[src/hw/rtl/annexb_access_unit_splitter_assert.svh]
// Assertion macros for the Annex B access-unit splitter.
// Defining NO_ASSERTIONS turns every macro into an empty statement.
`ifndef ANNEXB_ACCESS_UNIT_SPLITTER_ASSERT_SVH
`define ANNEXB_ACCESS_UNIT_SPLITTER_ASSERT_SVH

`ifndef NO_ASSERTIONS

// Hold cons in the same cycle as ante.
`define AUS_ASSERT_IMPLIES(label, clk, rst_n, ante, cons) \
  label: assert property (@(posedge clk) disable iff (!rst_n) (ante) |-> (cons)) \
    else $error("%m: same-cycle check failed");

// Hold cons in the cycle after ante.
`define AUS_ASSERT_NEXT(label, clk, rst_n, ante, cons) \
  label: assert property (@(posedge clk) disable iff (!rst_n) (ante) |=> (cons)) \
    else $error("%m: next-cycle check failed");

`else

`define AUS_ASSERT_IMPLIES(label, clk, rst_n, ante, cons)
`define AUS_ASSERT_NEXT(label, clk, rst_n, ante, cons)

`endif

`endif

[src/hw/rtl/aus_pkg.sv]
// Shared types and constants of the Annex B access-unit splitter.
// No dependencies; imported by annexb_access_unit_splitter.
`default_nettype none

package aus_pkg;

  // Request and result codes
  localparam logic REQ_BYTE  = 1'b0;
  localparam logic REQ_FLUSH = 1'b1;
  localparam logic KIND_DATA = 1'b0;
  localparam logic KIND_END  = 1'b1;

  // NAL header fields
  localparam logic [4:0] NAL_TYPE_MASK = 5'h1f;
  localparam logic [4:0] NAL_TYPE_IDR  = 5'd5;
  localparam logic [4:0] NAL_TYPE_AUD  = 5'd9;

  // Result queue sizing: one request yields at most MAX_RESULTS entries
  localparam int MAX_RESULTS = 6;
  localparam int SLOT_W      = $clog2(MAX_RESULTS + 1);
  localparam int QUEUE_DEPTH = 16;
  localparam int QUEUE_AW    = $clog2(QUEUE_DEPTH);
  localparam int QUEUE_CW    = $clog2(QUEUE_DEPTH + 1);

  typedef struct packed {
    logic       req_type;
    logic [7:0] data_byte;
  } aus_req_t;

  typedef struct packed {
    logic       kind;
    logic [7:0] out_byte;
    logic       unit_first;
    logic       keyframe;
    logic       last;
  } aus_res_t;

endpackage

`default_nettype wire

[src/hw/rtl/annexb_access_unit_splitter.sv]
// Annex B access-unit splitter: takes one stream byte or flush request a
// cycle, forwards bytes tagged with their access unit and emits end records.
// Depends on aus_pkg and annexb_access_unit_splitter_assert.svh.
//
// Requests are taken at one per cycle while the input is not stalled. Each
// request is registered, then its results (none up to six: held start-code
// zeros, the 01 byte, the byte itself and end records) are built in one
// pass and written together into a 16-entry result queue that drains one
// result per cycle while the output is not stalled. The input register
// passes its request on only while ten or fewer queue entries are occupied,
// so the sustained rate is one request per cycle while the stream averages
// at most one result per byte; bursts of longer result runs stall the input
// until the queue drains. There are no configuration registers.
`default_nettype none
`include "annexb_access_unit_splitter_assert.svh"

module annexb_access_unit_splitter (
  input  logic              clk_i,
  input  logic              rst_ni,
  input  logic              in_valid_i,
  output logic              in_stall_o,
  input  aus_pkg::aus_req_t in_data_i,
  output logic              out_valid_o,
  input  logic              out_stall_i,
  output aus_pkg::aus_res_t out_data_o
);
  import aus_pkg::*;

  // Input register
  logic     in_valid_q;
  aus_req_t in_q;

  // Scanner state
  logic [1:0] zero_run_q, zero_run_d;
  logic       await_q, await_d;
  logic       long_q, long_d;
  logic       aud_q, aud_d;
  logic       idr_q, idr_d;
  logic       nonempty_q, nonempty_d;
  logic       nif_q, nif_d;

  // Result queue
  aus_res_t                queue_q [QUEUE_DEPTH];
  logic [QUEUE_AW-1:0]     wr_ptr_q, rd_ptr_q;
  logic [QUEUE_CW-1:0]     cnt_q;

  // Result list of the registered request
  logic              drain;
  logic              pop;
  logic [4:0]        nal_type;
  logic              is_zero, is_one;
  logic              e0, has1, hasb, e1;
  logic [1:0]        k;
  logic              first_flag;
  logic [SLOT_W-1:0] push_n, pos_one, pos_b;
  aus_res_t          slot [MAX_RESULTS];

  // Pass the request on when the queue has room for a full result burst
  assign drain      = in_valid_q && (cnt_q <= QUEUE_CW'(QUEUE_DEPTH - MAX_RESULTS));
  assign in_stall_o = in_valid_q && !drain;

  assign out_valid_o = (cnt_q != '0);
  assign out_data_o  = queue_q[rd_ptr_q];
  assign pop         = out_valid_o && !out_stall_i;

  // Work out the shape of the result list and the next scanner state
  always_comb begin
    nal_type   = in_q.data_byte[4:0] & NAL_TYPE_MASK;
    is_zero    = (in_q.data_byte == 8'h00);
    is_one     = (in_q.data_byte == 8'h01);
    e0         = 1'b0;
    k          = 2'd0;
    has1       = 1'b0;
    hasb       = 1'b0;
    e1         = 1'b0;
    zero_run_d = zero_run_q;
    await_d    = await_q;
    long_d     = long_q;
    aud_d      = aud_q;
    idr_d      = idr_q;
    nonempty_d = nonempty_q;
    nif_d      = nif_q;

    if (in_q.req_type == REQ_FLUSH) begin
      // Release held bytes, close a non-empty unit, return to reset values
      if (await_q) begin
        k    = long_q ? 2'd3 : 2'd2;
        has1 = 1'b1;
      end else begin
        k = zero_run_q;
      end
      e1         = nonempty_q || await_q || (zero_run_q != 2'd0);
      zero_run_d = 2'd0;
      await_d    = 1'b0;
      long_d     = 1'b0;
      aud_d      = 1'b0;
      idr_d      = 1'b0;
      nonempty_d = 1'b0;
      nif_d      = 1'b1;
    end else if (await_q) begin
      // Header byte: a repeat delimiter closes the unit before its start code
      e0         = (nal_type == NAL_TYPE_AUD) && aud_q;
      k          = long_q ? 2'd3 : 2'd2;
      has1       = 1'b1;
      hasb       = !is_zero;
      zero_run_d = is_zero ? 2'd1 : 2'd0;
      await_d    = 1'b0;
      long_d     = 1'b0;
      aud_d      = aud_q || (nal_type == NAL_TYPE_AUD);
      idr_d      = (idr_q && !e0) || (nal_type == NAL_TYPE_IDR);
    end else if (is_zero) begin
      // Hold up to three zeros; a fourth releases the oldest
      if (zero_run_q != 2'd3) begin
        zero_run_d = zero_run_q + 2'd1;
      end else begin
        hasb = 1'b1;
      end
    end else if (is_one && zero_run_q[1]) begin
      // Start code found: wait for its header byte
      await_d    = 1'b1;
      long_d     = (zero_run_q == 2'd3);
      zero_run_d = 2'd0;
    end else begin
      // Ordinary byte: release held zeros then forward it
      k          = zero_run_q;
      hasb       = 1'b1;
      zero_run_d = 2'd0;
    end

    if (in_q.req_type == REQ_BYTE && (k != 2'd0 || has1 || hasb)) begin
      nonempty_d = 1'b1;
      nif_d      = 1'b0;
    end

    first_flag = e0 || nif_q;
    pos_one    = SLOT_W'(e0) + SLOT_W'(k);
    pos_b      = pos_one + SLOT_W'(has1);
    push_n     = pos_b + SLOT_W'(hasb) + SLOT_W'(e1);
  end

  // Fill each result slot from its position in the list
  always_comb begin
    for (int i = 0; i < MAX_RESULTS; i++) begin
      slot[i].kind       = KIND_DATA;
      slot[i].out_byte   = 8'h00;
      slot[i].unit_first = 1'b0;
      slot[i].keyframe   = 1'b0;
      slot[i].last       = (SLOT_W'(i) == push_n - SLOT_W'(1));
      if (e0 && i == 0) begin
        slot[i].kind     = KIND_END;
        slot[i].keyframe = idr_q;
      end else if (SLOT_W'(i) < pos_one) begin
        slot[i].unit_first = first_flag && (SLOT_W'(i) == SLOT_W'(e0));
      end else if (has1 && SLOT_W'(i) == pos_one) begin
        slot[i].out_byte   = 8'h01;
        slot[i].unit_first = first_flag && (SLOT_W'(i) == SLOT_W'(e0));
      end else if (hasb && SLOT_W'(i) == pos_b) begin
        slot[i].out_byte   = in_q.data_byte;
        slot[i].unit_first = first_flag && (SLOT_W'(i) == SLOT_W'(e0));
      end else begin
        slot[i].kind     = KIND_END;
        slot[i].keyframe = idr_q;
      end
    end
  end

  // Control state: input register, scanner state, queue pointers
  always_ff @(posedge clk_i or negedge rst_ni) begin
    if (!rst_ni) begin
      in_valid_q <= 1'b0;
      zero_run_q <= 2'd0;
      await_q    <= 1'b0;
      long_q     <= 1'b0;
      aud_q      <= 1'b0;
      idr_q      <= 1'b0;
      nonempty_q <= 1'b0;
      nif_q      <= 1'b1;
      wr_ptr_q   <= '0;
      rd_ptr_q   <= '0;
      cnt_q      <= '0;
    end else begin
      if (in_valid_i && !in_stall_o) begin
        in_valid_q <= 1'b1;
      end else if (drain) begin
        in_valid_q <= 1'b0;
      end
      if (drain) begin
        zero_run_q <= zero_run_d;
        await_q    <= await_d;
        long_q     <= long_d;
        aud_q      <= aud_d;
        idr_q      <= idr_d;
        nonempty_q <= nonempty_d;
        nif_q      <= nif_d;
        wr_ptr_q   <= wr_ptr_q + QUEUE_AW'(push_n);
      end
      if (pop) begin
        rd_ptr_q <= rd_ptr_q + QUEUE_AW'(1);
      end
      cnt_q <= cnt_q + (drain ? QUEUE_CW'(push_n) : QUEUE_CW'(0))
                     - (pop ? QUEUE_CW'(1) : QUEUE_CW'(0));
    end
  end

  // Payload: capture the request, write the result burst into the queue
  always_ff @(posedge clk_i) begin
    if (in_valid_i && !in_stall_o) begin
      in_q <= in_data_i;
    end
    for (int i = 0; i < MAX_RESULTS; i++) begin
      if (drain && SLOT_W'(i) < push_n) begin
        queue_q[wr_ptr_q + QUEUE_AW'(i)] <= slot[i];
      end
    end
  end

  // Checks
  `AUS_ASSERT_IMPLIES(a_queue_bound, clk_i, rst_ni, 1'b1, cnt_q <= QUEUE_CW'(QUEUE_DEPTH))
  `AUS_ASSERT_IMPLIES(a_no_zeros_while_await, clk_i, rst_ni, await_q, zero_run_q == 2'd0)
  `AUS_ASSERT_IMPLIES(a_unit_flags_agree, clk_i, rst_ni, 1'b1, nonempty_q == !nif_q)
  `AUS_ASSERT_NEXT(a_flush_clears, clk_i, rst_ni, drain && in_q.req_type == REQ_FLUSH, nif_q && !aud_q && !await_q && zero_run_q == 2'd0)
  `AUS_ASSERT_IMPLIES(a_room_on_drain, clk_i, rst_ni, drain, cnt_q + QUEUE_CW'(push_n) <= QUEUE_CW'(QUEUE_DEPTH))

endmodule

`default_nettype wire

[config.mk]
export PLATFORM = sky130hd
export DESIGN_NAME = annexb_access_unit_splitter
export DESIGN_NICKNAME = d
export VERILOG_FILES = /design/src/hw/rtl/aus_pkg.sv /design/src/hw/rtl/annexb_access_unit_splitter.sv
export VERILOG_INCLUDE_DIRS = /design/src /design/src/hw/rtl
export SDC_FILE = /design/constraint.sdc
export NUM_CORES = 1
export LEC_CHECK = 0
export CAP_MARGIN = 20
export CORE_AREA = 2 2 198 200
export CTS_CLUSTER_DIAMETER = 100
export DETAILED_ROUTE_END_ITERATION = 8
export DIE_AREA = 0 0 200 202
export DONT_BUFFER_PORTS = 1
export GPL_TIMING_DRIVEN = 1
export PLACE_DENSITY = 0.69
export SLEW_MARGIN = 40
export SYNTH_ARGS = -nofsm -noshare
export SYNTH_HDL_FRONTEND = slang
export SYNTH_SLANG_ARGS = --single-unit
[constraint.sdc]
create_clock -name clk_i -period 6.8 [get_ports clk_i]
set_input_delay 0 -clock clk_i [delete_from_list [all_inputs] [get_ports clk_i]]
set_output_delay 0 -clock clk_i [all_outputs]
set_load 0.03 [all_outputs]
* Word level (Yosys, flattened, before mapping)
Memories as Yosys holds them, arrays and structs flattened.
Index checks and enable logic that the tools add are counted.
** Word-level totals
- Output and inout bits :: 14
- Memories :: 1
- Memory bits (writable) :: 192
- Input port bits :: 13
- Register bits after elaboration :: 31
- Word-level logic and storage cells :: 230
** Operators by class
- Muxes and demuxes :: 109
- Add/subtract/negate cells :: 15
- Reduce and logical (&&, ||, !) cells :: 55
- Order comparisons :: 13
- Bitwise operators :: 2
- Equal/unequal tests :: 22
** Memory list
- queue_q :: depth 16, bits a word 12, rd ports 1, clocked after Yosys merged registers in 0, write ports 6, line annexb_access_unit_splitter.sv:43 : aus_res_t queue_q [QUEUE_DEPTH];
** Operators with widths (number)
- $mux 9 :: 19
- $mux 1 :: 80
- $logic_and 1x1->1 :: 28
- $eq 2x3->1 const A :: 6
- $eq 3x3->1 const A :: 6
- $mux 2 :: 9
- $lt 1x3->1 const A :: 4
- $lt 2x3->1 const A :: 4
- $lt 3x3->1 const A :: 4
- $reduce_bool 2->1 :: 5
- $add 3x1->3 :: 3
- $eq 1x3->1 const A :: 3
- $logic_not 3->1 :: 3
- $add 4x1->4 const B :: 2
- $add 4x2->4 const B :: 2
- $add 4x3->4 const B :: 2
- $eq 8x1->1 const B :: 1
- $logic_not 8->1 :: 1
- $logic_or 1x1->1 :: 7
- $reduce_and 2->1 :: 3
- $add 5x3->5 :: 1
- $eq 5x3->1 const B :: 1
- $eq 5x4->1 const B :: 1
- $le 5x4->1 const B :: 1
- other kinds (15) :: 20

* Logic depth before layout (Yosys ltp)
- Depth in word-level cells :: 14
- Depth in mapped cells :: 24
- Mapped depth without buffers :: 20

* Worst setup path before layout
No wires, ideal clock.
- Path type :: reg-to-reg
- From :: reg in_q[7] in the netlist's numbering
- To :: mem queue_q[11][0] in the netlist's numbering, enable pin
- Stages on the path, launching flop included :: 20
- Buffers on the path :: 4
- Setup time :: 0.425 ns
- Arrival :: 5.444 ns
- Clock period less this slack :: 5.869 ns
- Required time :: 6.375 ns
- Path slack :: 0.931 ns
- Path through :: edfxtp_1 buf_6 or4_4 nor2_4 o21ai_0 a21oi_1 nor2_1 ha_1 ha_1 inv_1 fa_1 clkbuf_1 inv_1 ha_1 xor2_2 buf_2 buf_1 nand2_1 nand2_1 o311ai_0
** RTL lines
- from (decl) :: line annexb_access_unit_splitter.sv:31 : aus_req_t in_q;
- from (signal assigned) :: line annexb_access_unit_splitter.sv:208 : in_q <= in_data_i;
- to (decl) :: line annexb_access_unit_splitter.sv:43

==> results.md <==
* Outcome: complete, no violations
* H-tree depth at 1
* Final setup viols at 0
* RSZ-0062 raised after global routing: false
* Filler instances at 3560
* Die area at 40400 um2
* Fin Setup TNS at 0 ps
* PortBufs at 0
* Non-Filler Instances at 2387
* Synth unique cells at 106
* WL per Instance at 37.3 um
* Postcts setup bufs at 0
* CP Launch Type: register
* Synth-to-layout area growth at 12.5%
* Setup ws final at 434 ps
* Cells after Synth at 1835
* Routed Wire Length at 89100 um
* Largest net degree at the start of global routing at 43
* Via density at 7.53
* CTS Buf Count at 25
* Vias in the first global route at 16900
* Hold Startpoint: in_data_i[7]
* Chip width at 200 um
* Power per cell area at 383 nW/um2
* First-pass GRT wire length at 125000 um
* Final core utilization at 0.502
* Synth async-reset ratio at 0.0987
* Final max-slew violation count at 0
* Crit Path Class: register to register
* Core footprint at 38300 um2
* Dpl ws at 652 ps
* DP Cell Count at 2323
* ANT nets after route at 0
* DR pass1 iterations at 7
* Vias at 18000
* CP endpoint kind: register
* Total gr overflow at 0
* Final worst path period need at 6370 ps
* Syn_nets at 1874
* F_max at 157 MHz
* Layout cells sized above 1 at 0.167
* CTS tree: yes
* CP Max Fanout at 18
* Area of the multi-input gates at 9970 um2
* Worst EP arrival at 6790 ps
* Number of synthesized flops with an enable pin at 201
* Final Skew at 11.5 ps
* Period utilization at 0.936
* Final RePlAce weighted congestion at 1.17
* Core Rows at 72
* Skew-Pair Late Insertion Delay at 560 ps
* Detail Placement HPWL at 65000 um
* Reg2Reg Launch Point: in_q[7]$_DFFE_PP_
* Mapped Area at 17100 um2
* 1st-iter DRT viols at 3497
* Die Span Y at 202 um
* TritonCTS sink count at 223
* Total GRT Usage at 0.440
* Worst-path clk slew at 60 ps
* # IOs at 27
* Worst slew margin at 0.341
* Syn. warnings at 0
* Initial Util at 0.446
* Register area share after synthesis at 0.386
* Residual DRC at 0
* P_leak at 6.58 nW
* Register area at 6600 um2
* Initial antenna violation count at 4
* Synth Register Bits at 223
* Root Buffer: clkbuf_16
* Crit path from: in_q[7]$_DFFE_PP_
* Peak VDD IR at 480 uV
* Fin nets at 1886
* Bufs on Longest Clock Path at 3
* Max-cap check violation count at 0
* Mapped Avg Cell Area at 9.30 um2
* Class of the worst hold path: input port to register
* Critical Path RT at 7220 ps
* Final Hold Fails at 0
* Slew @ Worst Pin at 986 ps
* Post-synth top flop: edfxtp_1
==> through the flow <==
stage | total power, mW | instance area, um2 | hold WS, ps
after floorplan | 4.32 | 17100 | -296
after global placement | 5.65 | 18000 | -295
after detailed placement | 5.75 | 18200 | -295
after CTS | 7.13 | 19100 | 55.5
after global routing | 7.50 | 19200 | 75.6
final | 7.35 | 19200 | 81.1
==> path summary, 6_finish.rpt <==
path | slack [ps] | end | cells after the start
min | 80 | in_q[7]$_DFFE_PP_ | 1
min in group asynchronous | 570 | aud_q$_DFFE_PN0P_ | 4
min reg2reg | 490 | nonempty_q$_DFFE_PN0P_ | 1
max reg2reg | 430 | queue_q[11][5]$_DFFE_PP_ | 19
max in group asynchronous | 6030 | wr_ptr_q[3]$_DFFE_PN0P_ | 4
max | 430 | queue_q[11][5]$_DFFE_PP_ | 19
==> cells in the final DEF, fill, tap and decap left out, types with 13 or more instances in the layout <==
master and n:
a22o_1 13, a221oi_1 33, mux2i_1 23, nand3_1 75
o22ai_1 32, nor4_2 13, a22oi_1 17, a31oi_1 23
and3_1 16, o211ai_1 43, and2_1 41, nand2_1 213
a21oi_1 127, dlygate4sd3_1 13, o21ai_0 115, nand4_1 31
o221ai_1 17, edfxtp_1 201, buf_4 113, nor4_1 16
dfrtp_1 17, mux4_2 60, nor3_1 58, a211oi_1 19
ha_1 23, clkbuf_16 25, nor2_1 158, inv_1 31
==> per-layer routing <==
layer,routed length [um],GRT usage,vias up
met4,8150,0.294,2
met2,35000,0.603,1664
met5,39,0,-
met3,14200,0.188,483
met1,31700,0.558,8584
li1,-,-,7234
==> critical path, cell delays in order (launching register included) <==
cell and delay, ps:
edfxtp_1 390, or4_4 590, nor2_4 220, o21ai_0 150, a21oi_1 220, nor2_1 90, ha_1 280, buf_4 180
ha_1 160, inv_1 60, fa_1 770, inv_1 80, ha_1 440, buf_4 280, nor2_4 720, nor3_2 130
mux2i_1 150, a211o_1 330, a31oi_1 720, and2_1 250
==> cell families after synthesis <==
| family | count (synthesis) | share of synthesized area |
|---|---|---|
| AO/OA/AOI/OAI | 588 | 0.238 |
| buffers and inverters | 181 | 0.0451 |
| flip-flops | 223 | 0.386 |
| AND/OR/NAND/NOR | 712 | 0.206 |
| multiplexers | 87 | 0.0953 |
| adder cells (fa/ha/maj) | 26 | 0.0204 |
| XOR/XNOR | 18 | 0.00968 |
==> timing repair <==
item | CTS | global route
hold endpoints to repair | 45 | 0
gates resized for setup | 0 | 0
hold buffers | 15 | 0
==> Yosys cell counts, drive strengths merged (25+ instances only) <==
master,number,area share
nand3,77,0.023
a21oi,133,0.039
nand2,215,0.047
a31oi,25,0.011
edfxtp,201,0.35
o21ai,130,0.039
nor4,31,0.016
a221oi,35,0.019
o22ai,33,0.012
nand4,31,0.011
nor3,68,0.021
clkbuf,104,0.023
mux4,60,0.079
buf,40,0.014
nor2,165,0.037
and2,42,0.015
inv,33,0.0073
o211ai,45,0.020
==> sequential cells by signal, summed over array words and instances (netlist names) <==
register and flops:
nif_q 1, zero_run_q 2, aud_q 1, rd_ptr_q 4
in_valid_q 1, cnt_q 5, in_q 9, await_q 1
nonempty_q 1, queue_q 192, idr_q 1, wr_ptr_q 4
long_q 1
==> power breakdown <==
part | internal, mW | total [mW] | switching [mW] | leakage [nW]
clock | 0.788 | 1.38 | 0.593 | 0.394
combinational | 1.21 | 3.92 | 2.72 | 4.06
sequential | 1.80 | 2.04 | 0.244 | 2.13
==> cell type report <==
cell class	count	share of cell area
inverters	37	0.00723
clock buffers	29	0.0334
repair buffers	129	0.0541
multi-input cells	1431	0.519
well taps	518	0.0338
flip-flops and latches	223	0.343
clock inverters	16	0.00847
diodes	4	0.000521
No activity file was read; power rests on OpenSTA's default activity.
